**src/rtl/bclh_pkg.sv**
```systemverilog
// Shared types, constants and helper functions for the bit crusher with lowpass and hold.
// No dependencies; every other file in rtl imports this package.
`default_nettype none

package bclh_pkg;

  // Field and datapath widths
  localparam int SAMPLE_W  = 16;
  localparam int MEM_W     = 24;
  localparam int COEF_FRAC = 16;
  localparam int DEPTH_W   = 5;
  localparam int HOLD_W    = 6;
  localparam int GAIN_W    = 16;
  localparam int COEFB_W   = 17;
  localparam int COEFA_W   = 18;
  localparam int CFG_IDX_W = 3;
  localparam int CFG_DAT_W = 18;

  // Serial multiplier: 24-bit signed multiplicand, 18-bit signed multiplier
  localparam int MUL_M_W = 24;
  localparam int MUL_R_W = 18;
  localparam int MUL_P_W = MUL_M_W + 1 + MUL_R_W;
  localparam int ACC_W   = MUL_P_W + 1;

  // Defaults and limits
  localparam int NUM_CHANNELS_DEF = 2;
  localparam int MAX_HOLD         = 50;

  // Register indexes
  localparam logic [CFG_IDX_W-1:0] REG_BIT_DEPTH   = 3'd0;
  localparam logic [CFG_IDX_W-1:0] REG_HOLD_PERIOD = 3'd1;
  localparam logic [CFG_IDX_W-1:0] REG_MIX_GAIN    = 3'd2;
  localparam logic [CFG_IDX_W-1:0] REG_COEF_B      = 3'd3;
  localparam logic [CFG_IDX_W-1:0] REG_COEF_A      = 3'd4;

  // Reset values of the registers
  localparam logic [DEPTH_W-1:0]        BIT_DEPTH_RST   = 5'd16;
  localparam logic [HOLD_W-1:0]         HOLD_PERIOD_RST = 6'd0;
  localparam logic [GAIN_W-1:0]         MIX_GAIN_RST    = 16'd32768;
  localparam logic [COEFB_W-1:0]        COEF_B_RST      = 17'd65536;
  localparam logic signed [COEFA_W-1:0] COEF_A_RST      = 18'sd65536;

  localparam int MEM_MAX = (2 ** (MEM_W - 1)) - 1;
  localparam int SMP_MAX = (2 ** (SAMPLE_W - 1)) - 1;

  typedef logic signed [ACC_W-1:0] acc_t;

  typedef struct packed {
    logic                      chan;
    logic signed [SAMPLE_W-1:0] sample_in;
    logic                      block_start;
  } in_word_t;

  typedef struct packed {
    logic                      chan_out;
    logic signed [SAMPLE_W-1:0] sample_out;
  } out_word_t;

  // Multiplier request and response
  typedef struct packed {
    logic                      start;
    logic signed [MUL_M_W-1:0] mcand;
    logic signed [MUL_R_W-1:0] mplr;
  } mul_req_t;

  typedef struct packed {
    logic                      done;
    logic signed [MUL_P_W-1:0] product;
  } mul_rsp_t;

  // Clear the low bits so that depth fractional bits remain (floor)
  function automatic logic signed [SAMPLE_W-1:0] quantise(
    input logic signed [SAMPLE_W-1:0] x,
    input logic [DEPTH_W-1:0]         depth
  );
    logic [SAMPLE_W-1:0] mask;
    for (int i = 0; i < SAMPLE_W; i++) begin
      mask[i] = ((6'(i) + {1'b0, depth}) >= 6'(SAMPLE_W - 1));
    end
    return x & mask;
  endfunction

  // Saturate to the filter memory width
  function automatic logic signed [MEM_W-1:0] sat_mem(input acc_t v);
    logic signed [MEM_W-1:0] r;
    if (v > acc_t'(MEM_MAX)) begin
      r = MEM_W'(MEM_MAX);
    end else if (v < -acc_t'(MEM_MAX) - acc_t'(1)) begin
      r = ~MEM_W'(MEM_MAX);
    end else begin
      r = v[MEM_W-1:0];
    end
    return r;
  endfunction

  // Saturate to the sample width
  function automatic logic signed [SAMPLE_W-1:0] sat_smp(input acc_t v);
    logic signed [SAMPLE_W-1:0] r;
    if (v > acc_t'(SMP_MAX)) begin
      r = SAMPLE_W'(SMP_MAX);
    end else if (v < -acc_t'(SMP_MAX) - acc_t'(1)) begin
      r = ~SAMPLE_W'(SMP_MAX);
    end else begin
      r = v[SAMPLE_W-1:0];
    end
    return r;
  endfunction

endpackage

`default_nettype wire

```
**src/rtl/bit_crusher_lowpass_hold_unit.sv**
```systemverilog
// Top level of the bit crusher with lowpass and sample hold.
// Depends on bclh_pkg and bclh_sermul.
//
// One word is taken at a time; the next word is taken only after the result of
// the last one is registered. The work is done in two passes through 18-bit
// bit-serial multipliers, each a load step followed by one step per multiplier
// bit: b*q first, then a*y and y*mix_gain side by side. The rounded and
// saturated filter state and wet value are then registered, and a final step
// applies the hold and registers the result. A stall on the output keeps the
// finished word waiting until the output register is free. The user must write
// registers through the cfg port only while no word is in flight; the block
// does not enforce this, and the port is always ready. Channels beyond
// NUM_CHANNELS-1 share the last channel's filter and hold state. No clearing
// pass is needed after reset.
`default_nettype none

module bit_crusher_lowpass_hold_unit
  import bclh_pkg::*;
#(
  parameter int NUM_CHANNELS = NUM_CHANNELS_DEF
) (
  input  wire logic                 clk,
  input  wire logic                 rst,
  input  wire logic                 in_valid,
  output logic                      in_stall,
  input  wire in_word_t             in_data,
  output logic                      out_valid,
  input  wire logic                 out_stall,
  output out_word_t                 out_data,
  input  wire logic                 cfg_valid,
  output logic                      cfg_ready,
  input  wire logic [CFG_IDX_W-1:0] cfg_index,
  input  wire logic [CFG_DAT_W-1:0] cfg_data
);

  localparam int CH_W = (NUM_CHANNELS > 1) ? $clog2(NUM_CHANNELS) : 1;

  localparam logic [1:0] S_IDLE = 2'd0;
  localparam logic [1:0] S_BX   = 2'd1;
  localparam logic [1:0] S_AY   = 2'd2;
  localparam logic [1:0] S_FIN  = 2'd3;

  // Configuration registers
  logic [DEPTH_W-1:0]        bit_depth;
  logic [HOLD_W-1:0]         hold_period;
  logic [GAIN_W-1:0]         mix_gain;
  logic [COEFB_W-1:0]        coef_b;
  logic signed [COEFA_W-1:0] coef_a;

  // Per-channel state
  logic signed [MEM_W-1:0]    filt_mem [NUM_CHANNELS];
  logic signed [SAMPLE_W-1:0] held_wet [NUM_CHANNELS];
  logic [HOLD_W-1:0]          phase    [NUM_CHANNELS];

  // Item registers
  logic [1:0]                 state;
  logic [1:0]                 state_next;
  logic                       chan_r;
  logic                       start_r;
  logic [CH_W-1:0]            ch_idx;
  logic signed [SAMPLE_W-1:0] x;
  logic signed [MUL_P_W-1:0]  bx;
  logic signed [MEM_W-1:0]    z_new;
  logic signed [SAMPLE_W-1:0] wet;

  logic                       accept;
  logic                       out_free;
  logic [CH_W-1:0]            ch_sel;
  mul_req_t                   req_a;
  mul_req_t                   req_b;
  mul_rsp_t                   rsp_a;
  mul_rsp_t                   rsp_b;
  logic signed [MEM_W-1:0]    y;
  acc_t                       sum_y;
  acc_t                       sum_z;
  acc_t                       sum_w;
  logic [HOLD_W-1:0]          hp;
  logic [HOLD_W-1:0]          p;
  logic [HOLD_W-1:0]          p_next;
  logic signed [SAMPLE_W-1:0] held_next;
  logic signed [SAMPLE_W-1:0] wet_sel;

  assign in_stall  = (state != S_IDLE);
  assign accept    = in_valid && !in_stall;
  assign out_free  = !out_valid || !out_stall;
  assign cfg_ready = 1'b1;

  // Channel select with fold onto the last channel
  always_comb begin
    if (32'(in_data.chan) < NUM_CHANNELS) begin
      ch_sel = CH_W'(in_data.chan);
    end else begin
      ch_sel = CH_W'(NUM_CHANNELS - 1);
    end
  end

  // Lowpass output and feedback / wet rounding
  always_comb begin
    sum_y = acc_t'(rsp_a.product) + (acc_t'(filt_mem[ch_idx]) <<< COEF_FRAC)
          + (acc_t'(1) <<< (COEF_FRAC - 1));
    y     = sat_mem(sum_y >>> COEF_FRAC);
    sum_z = acc_t'(bx) - acc_t'(rsp_a.product) + (acc_t'(1) <<< (COEF_FRAC - 1));
    sum_w = acc_t'(rsp_b.product) + (acc_t'(1) <<< (SAMPLE_W - 2));
  end

  // Multiplier requests
  always_comb begin
    req_a       = '0;
    req_b       = '0;
    req_b.mcand = y;
    req_b.mplr  = $signed({2'b00, mix_gain});
    if (state == S_IDLE) begin
      req_a.start = accept;
      req_a.mcand = MUL_M_W'(quantise(in_data.sample_in, bit_depth));
      req_a.mplr  = $signed({1'b0, coef_b});
    end else begin
      req_a.start = (state == S_BX) && rsp_a.done;
      req_a.mcand = y;
      req_a.mplr  = coef_a;
    end
    req_b.start = (state == S_BX) && rsp_a.done;
  end

  bclh_sermul u_mul_a (
    .clk (clk),
    .rst (rst),
    .req (req_a),
    .rsp (rsp_a)
  );

  bclh_sermul u_mul_b (
    .clk (clk),
    .rst (rst),
    .req (req_b),
    .rsp (rsp_b)
  );

  // Sample-rate reduction
  always_comb begin
    hp        = (hold_period > HOLD_W'(MAX_HOLD)) ? HOLD_W'(MAX_HOLD) : hold_period;
    p         = start_r ? '0 : phase[ch_idx];
    held_next = held_wet[ch_idx];
    if (hp >= HOLD_W'(2)) begin
      if (p >= hp) begin
        p = '0;
      end
      if (p == '0) begin
        held_next = wet;
      end
      wet_sel = held_next;
      p_next  = ((p + HOLD_W'(1)) == hp) ? '0 : p + HOLD_W'(1);
    end else begin
      held_next = wet;
      wet_sel   = wet;
      p_next    = '0;
    end
  end

  // Sequencer
  always_comb begin
    state_next = state;
    unique case (state)
      S_IDLE: begin
        if (accept) state_next = S_BX;
      end
      S_BX: begin
        if (rsp_a.done) state_next = S_AY;
      end
      S_AY: begin
        if (rsp_a.done && rsp_b.done) state_next = S_FIN;
      end
      S_FIN: begin
        if (out_free) state_next = S_IDLE;
      end
      default: state_next = S_IDLE;
    endcase
  end

  always_ff @(posedge clk) begin
    if (rst) begin
      state <= S_IDLE;
    end else begin
      state <= state_next;
    end
  end

  // Item capture and intermediate results
  always_ff @(posedge clk) begin
    if (accept) begin
      chan_r  <= in_data.chan;
      start_r <= in_data.block_start;
      ch_idx  <= ch_sel;
      x       <= in_data.sample_in;
    end
    if ((state == S_BX) && rsp_a.done) begin
      bx <= rsp_a.product;
    end
    if ((state == S_AY) && rsp_a.done) begin
      z_new <= sat_mem(sum_z >>> COEF_FRAC);
      wet   <= sat_smp(sum_w >>> (SAMPLE_W - 1));
    end
  end

  // Channel state update
  always_ff @(posedge clk) begin
    if (rst) begin
      for (int i = 0; i < NUM_CHANNELS; i++) begin
        filt_mem[i] <= '0;
        held_wet[i] <= '0;
        phase[i]    <= '0;
      end
    end else if ((state == S_FIN) && out_free) begin
      filt_mem[ch_idx] <= z_new;
      held_wet[ch_idx] <= held_next;
      phase[ch_idx]    <= p_next;
    end
  end

  // Output register
  always_ff @(posedge clk) begin
    if (rst) begin
      out_valid <= 1'b0;
    end else if ((state == S_FIN) && out_free) begin
      out_valid <= 1'b1;
    end else if (!out_stall) begin
      out_valid <= 1'b0;
    end
  end

  always_ff @(posedge clk) begin
    if ((state == S_FIN) && out_free) begin
      out_data.chan_out   <= chan_r;
      out_data.sample_out <= sat_smp(acc_t'(x) + acc_t'(wet_sel));
    end
  end

  // Register writes
  always_ff @(posedge clk) begin
    if (rst) begin
      bit_depth   <= BIT_DEPTH_RST;
      hold_period <= HOLD_PERIOD_RST;
      mix_gain    <= MIX_GAIN_RST;
      coef_b      <= COEF_B_RST;
      coef_a      <= COEF_A_RST;
    end else if (cfg_valid && cfg_ready) begin
      unique case (cfg_index)
        REG_BIT_DEPTH:   bit_depth   <= cfg_data[DEPTH_W-1:0];
        REG_HOLD_PERIOD: hold_period <= cfg_data[HOLD_W-1:0];
        REG_MIX_GAIN:    mix_gain    <= cfg_data[GAIN_W-1:0];
        REG_COEF_B:      coef_b      <= cfg_data[COEFB_W-1:0];
        REG_COEF_A:      coef_a      <= $signed(cfg_data[COEFA_W-1:0]);
        default: ;
      endcase
    end
  end

endmodule

`default_nettype wire

```
**src/rtl/bclh_sermul.sv**
```systemverilog
// Bit-serial signed multiplier: one multiplier bit per cycle, shift-right accumulator.
// Depends on bclh_pkg for widths and the request/response structs.
`default_nettype none

module bclh_sermul
  import bclh_pkg::*;
(
  input  wire logic     clk,
  input  wire logic     rst,
  input  wire mul_req_t req,
  output mul_rsp_t      rsp
);

  localparam int CNT_W = $clog2(MUL_R_W);

  logic                      busy;
  logic                      done;
  logic [CNT_W-1:0]          cnt;
  logic signed [MUL_M_W-1:0] mcand;
  logic [MUL_R_W-1:0]        mplr;
  logic signed [MUL_M_W:0]   hi;
  logic [MUL_R_W-1:0]        lo;

  logic                      last;
  logic signed [MUL_M_W+1:0] addend;
  logic signed [MUL_M_W+1:0] sum;

  // One partial product: the top multiplier bit carries negative weight
  always_comb begin
    last = (cnt == CNT_W'(MUL_R_W - 1));
    if (!mplr[0]) begin
      addend = '0;
    end else if (last) begin
      addend = -(($bits(addend))'(mcand));
    end else begin
      addend = ($bits(addend))'(mcand);
    end
    sum = ($bits(sum))'(hi) + addend;
  end

  // Control
  always_ff @(posedge clk) begin
    if (rst) begin
      busy <= 1'b0;
      done <= 1'b0;
      cnt  <= '0;
    end else begin
      done <= 1'b0;
      if (req.start) begin
        busy <= 1'b1;
        cnt  <= '0;
      end else if (busy) begin
        cnt <= cnt + CNT_W'(1);
        if (last) begin
          busy <= 1'b0;
          done <= 1'b1;
        end
      end
    end
  end

  // Datapath
  always_ff @(posedge clk) begin
    if (req.start) begin
      mcand <= req.mcand;
      mplr  <= req.mplr;
      hi    <= '0;
      lo    <= '0;
    end else if (busy) begin
      hi   <= sum[MUL_M_W+1:1];
      lo   <= {sum[0], lo[MUL_R_W-1:1]};
      mplr <= {1'b0, mplr[MUL_R_W-1:1]};
    end
  end

  assign rsp.done    = done;
  assign rsp.product = {hi, lo};

endmodule

`default_nettype wire

```
**config.mk**
```make
export PLATFORM = sky130hd
export DESIGN_NAME = bit_crusher_lowpass_hold_unit
export DESIGN_NICKNAME = d
export VERILOG_FILES = /design/src/rtl/bclh_pkg.sv /design/src/rtl/bit_crusher_lowpass_hold_unit.sv /design/src/rtl/bclh_sermul.sv
export SDC_FILE = /design/constraint.sdc
export NUM_CORES = 1
export LEC_CHECK = 0
export BUFFER_PORTS_ARGS = -buffer_cell sky130_fd_sc_hd__buf_2
export CORE_ASPECT_RATIO = 1.75
export CORE_UTILIZATION = 55
export CTS_CLUSTER_SIZE = 30
export DETAILED_ROUTE_END_ITERATION = 8
export HOLD_SLACK_MARGIN = 0.15
export PLACE_DENSITY = 0.75
export SKIP_CTS_REPAIR_TIMING = 1
export SYNTH_ARGS = -nofsm -noshare
export SYNTH_HDL_FRONTEND = slang
export SYNTH_HIERARCHICAL = 1
export SYNTH_SLANG_ARGS = --single-unit
```
**constraint.sdc**
```tcl
create_clock -name clk -period 16.8 [get_ports clk]
set_input_delay 1.68 -clock clk [delete_from_list [all_inputs] [get_ports clk]]
set_output_delay 1.68 -clock clk [all_outputs]
set_load 0.005 [all_outputs]
```
==> impl_results.md <==
- CTS buffer count: 43
- DP Area: 28,200 sq um
- Clock root cell: clkbuf_16
- Final period utilization: 0.402
- Pwr Total: 0.00422 W
- Reg power frac: 0.365
- Gpl congestion: 0.939
- CTS max path bufs: 3
- Critical path startpoint category: register
- Status: complete, no violations
- Setup crit end: out_data[7]
- Sink Count: 446
- Final setup fails: 0
- Combinational power share: 0.398
- Slowest stage delay, CP: 0.63 ns
- Average via count per standard cell: 6.08
- Worst skew pair latency: 0.58 ns
- Ys Warns: 6
- Starting Density: 0.559
- Clock skew: 0.0200 ns
- R2r setup slk: 10.05 ns
- Total power per unit cell area: 143 nW/um^2
- Mapped Area: 27,300 sq um
- Fin util: 0.606
- # diodes: 0
- Largest net degree at the start of global routing: 75
- Max Cap Viol: 0
- WL final: 71,600 um
- DRT antenna net count: 0
- Max Freq: 0.148 GHz
- Die outline height: 297 um
- Hold Violations, Final: 0
- Global route overflow: 0
- Worst Tran Pin Value: 1.26 ns
- I/O Pins: 64
- CP Capture Type: register
- Design Area, Final: 29,600 sq um
- R2R depth: 30
- Syn Area/Cell: 9.69 sq um
- Iter 0 DRT Violations: 1,282
- DRC Markers: 0
- Psw: 0.00163 W
- Cell Int Power: 0.00259 W
- Max-slew violation count: 0
- Nets: 3,074
- Critical Path AT: 7.05 ns
- Most frequent cells in the layout: 294 x edfxtp_1, 268 x nand2_1, 265 x nor2_1
- Post-Syn Instances: 2,820
- Slowest CP cell: nor2_1
- Min-delay worst type: register to register
- DR pass1 iterations: 6
- CTS clk-pin slew, worst paths: 0.07 ns
- H-tree depth: 2
- Port Buf Inserts: 62
- Min Tclk post-route: 6.75 ns
- Wire length of the first global-routing pass: 113,000 um
- Maximum vdd drop: 133 uV
- CORE AREA: 48,900 sq um
- Vias in the first global route: 21,600
- Total Routing Usage GR: 0.284
- Initial antenna violation count: 2
- Worst hold slack: 0.456 ns
- Critical path class: register to register
- Leakage: 11.6 nW
- DP HPWL: 52,700 um
- Sw Share: 0.387
- Layout cells sized above 1: 0.106
- R2r endpoint: out_data[7]
- Fin Setup TNS: 0 ns
- Via Count: 21,300
- DIE AREA: 50,600 sq um
- Commonest non-fill, non-tap cell in the layout: edfxtp_1
- Worst-path maximum fanout: 16
- Die Span X: 171 um
- Worst slew margin: 0.157
- DR WL/cell: 20.4 um
- Unrepaired setup endpoints after global routing: false
- CTS tree: done
- Layout area overhead: 8.33%
- Clock power frac: 0.237
- Site row count: 107
- CP required: 17.10 ns
==> worst min-delay path by stage <==
stage,slack [ns],startpoint,endpoint,depth (start not counted)
finish,0.46,coef_a[9],coef_a[9],2
detailed placement,0.45,coef_a[9],coef_a[9],2
global route,0.47,u_mul_a/lo[0],bx[0],0
CTS,0.46,coef_a[9],coef_a[9],2
floorplan,0.42,u_mul_a/lo[0],bx[0],0
global placement,0.44,coef_b[4],coef_b[4],2
==> sequential cells by signal (all words and copies together) (netlist names), 12 cells and up, named ones only <==
| name | flops |
|---|---|
| u_mul_a/lo | 18 |
| held_wet | 32 |
| phase | 12 |
| u_mul_a/mcand | 24 |
| wet | 16 |
| u_mul_b/mplr | 18 |
| u_mul_a/mplr | 18 |
| u_mul_b/hi | 25 |
| z_new | 24 |
| filt_mem | 48 |
| out_data | 17 |
| u_mul_a/hi | 25 |
| x | 16 |
| mix_gain | 16 |
| bx | 43 |
| coef_b | 17 |
| coef_a | 18 |
| u_mul_b/mcand | 24 |
==> through the flow <==
stage               setup slack, ns  instances
global route                   9.47       3512
detailed placement            10.09       3433
global placement              10.17       3433
floorplan                     10.78       2821
CTS                           10.06       3512
finish                        10.05       3512
==> per-layer routing <==
layer	up-vias	track usage	wire, um
met5	-	0	23
met4	4	0.165	4180
met3	207	0.0328	3030
met2	644	0.531	38300
met1	10300	0.299	26100
li1	10200	-	-
==> power by group through the flow <==
stage	clock network (W)	registers, W	logic, W
after CTS	0.00102	0.00154	0.00166
after global routing	0.00105	0.00156	0.00184
after global placement	0	0.00155	0.00162
after detailed placement	0	0.00156	0.00166
after floorplan	0	0.00149	0.00128
final	0.00100	0.00154	0.00168
==> critical path, delay by kind of cell (launching register included) <==
family                     cells  cell delay [ns]
DFF                            1             0.52
AOI/OAI and AO/OA             12             2.63
buffers and inverters          5             0.58
muxes                          2             0.42
adders and majority gates      4             0.86
and+or+nand+nor                7             1.43
==> area by class of cell <==
type	count	area, sq um
multi-input combinational	2120	14500
inverter	131	492
sequential	446	11900
clock inverter	27	288
tap	654	818
fill	4029	19300
timing repair buffer	82	460
clock buffer	52	1160
No activity file was read; power rests on OpenSTA's default activity.
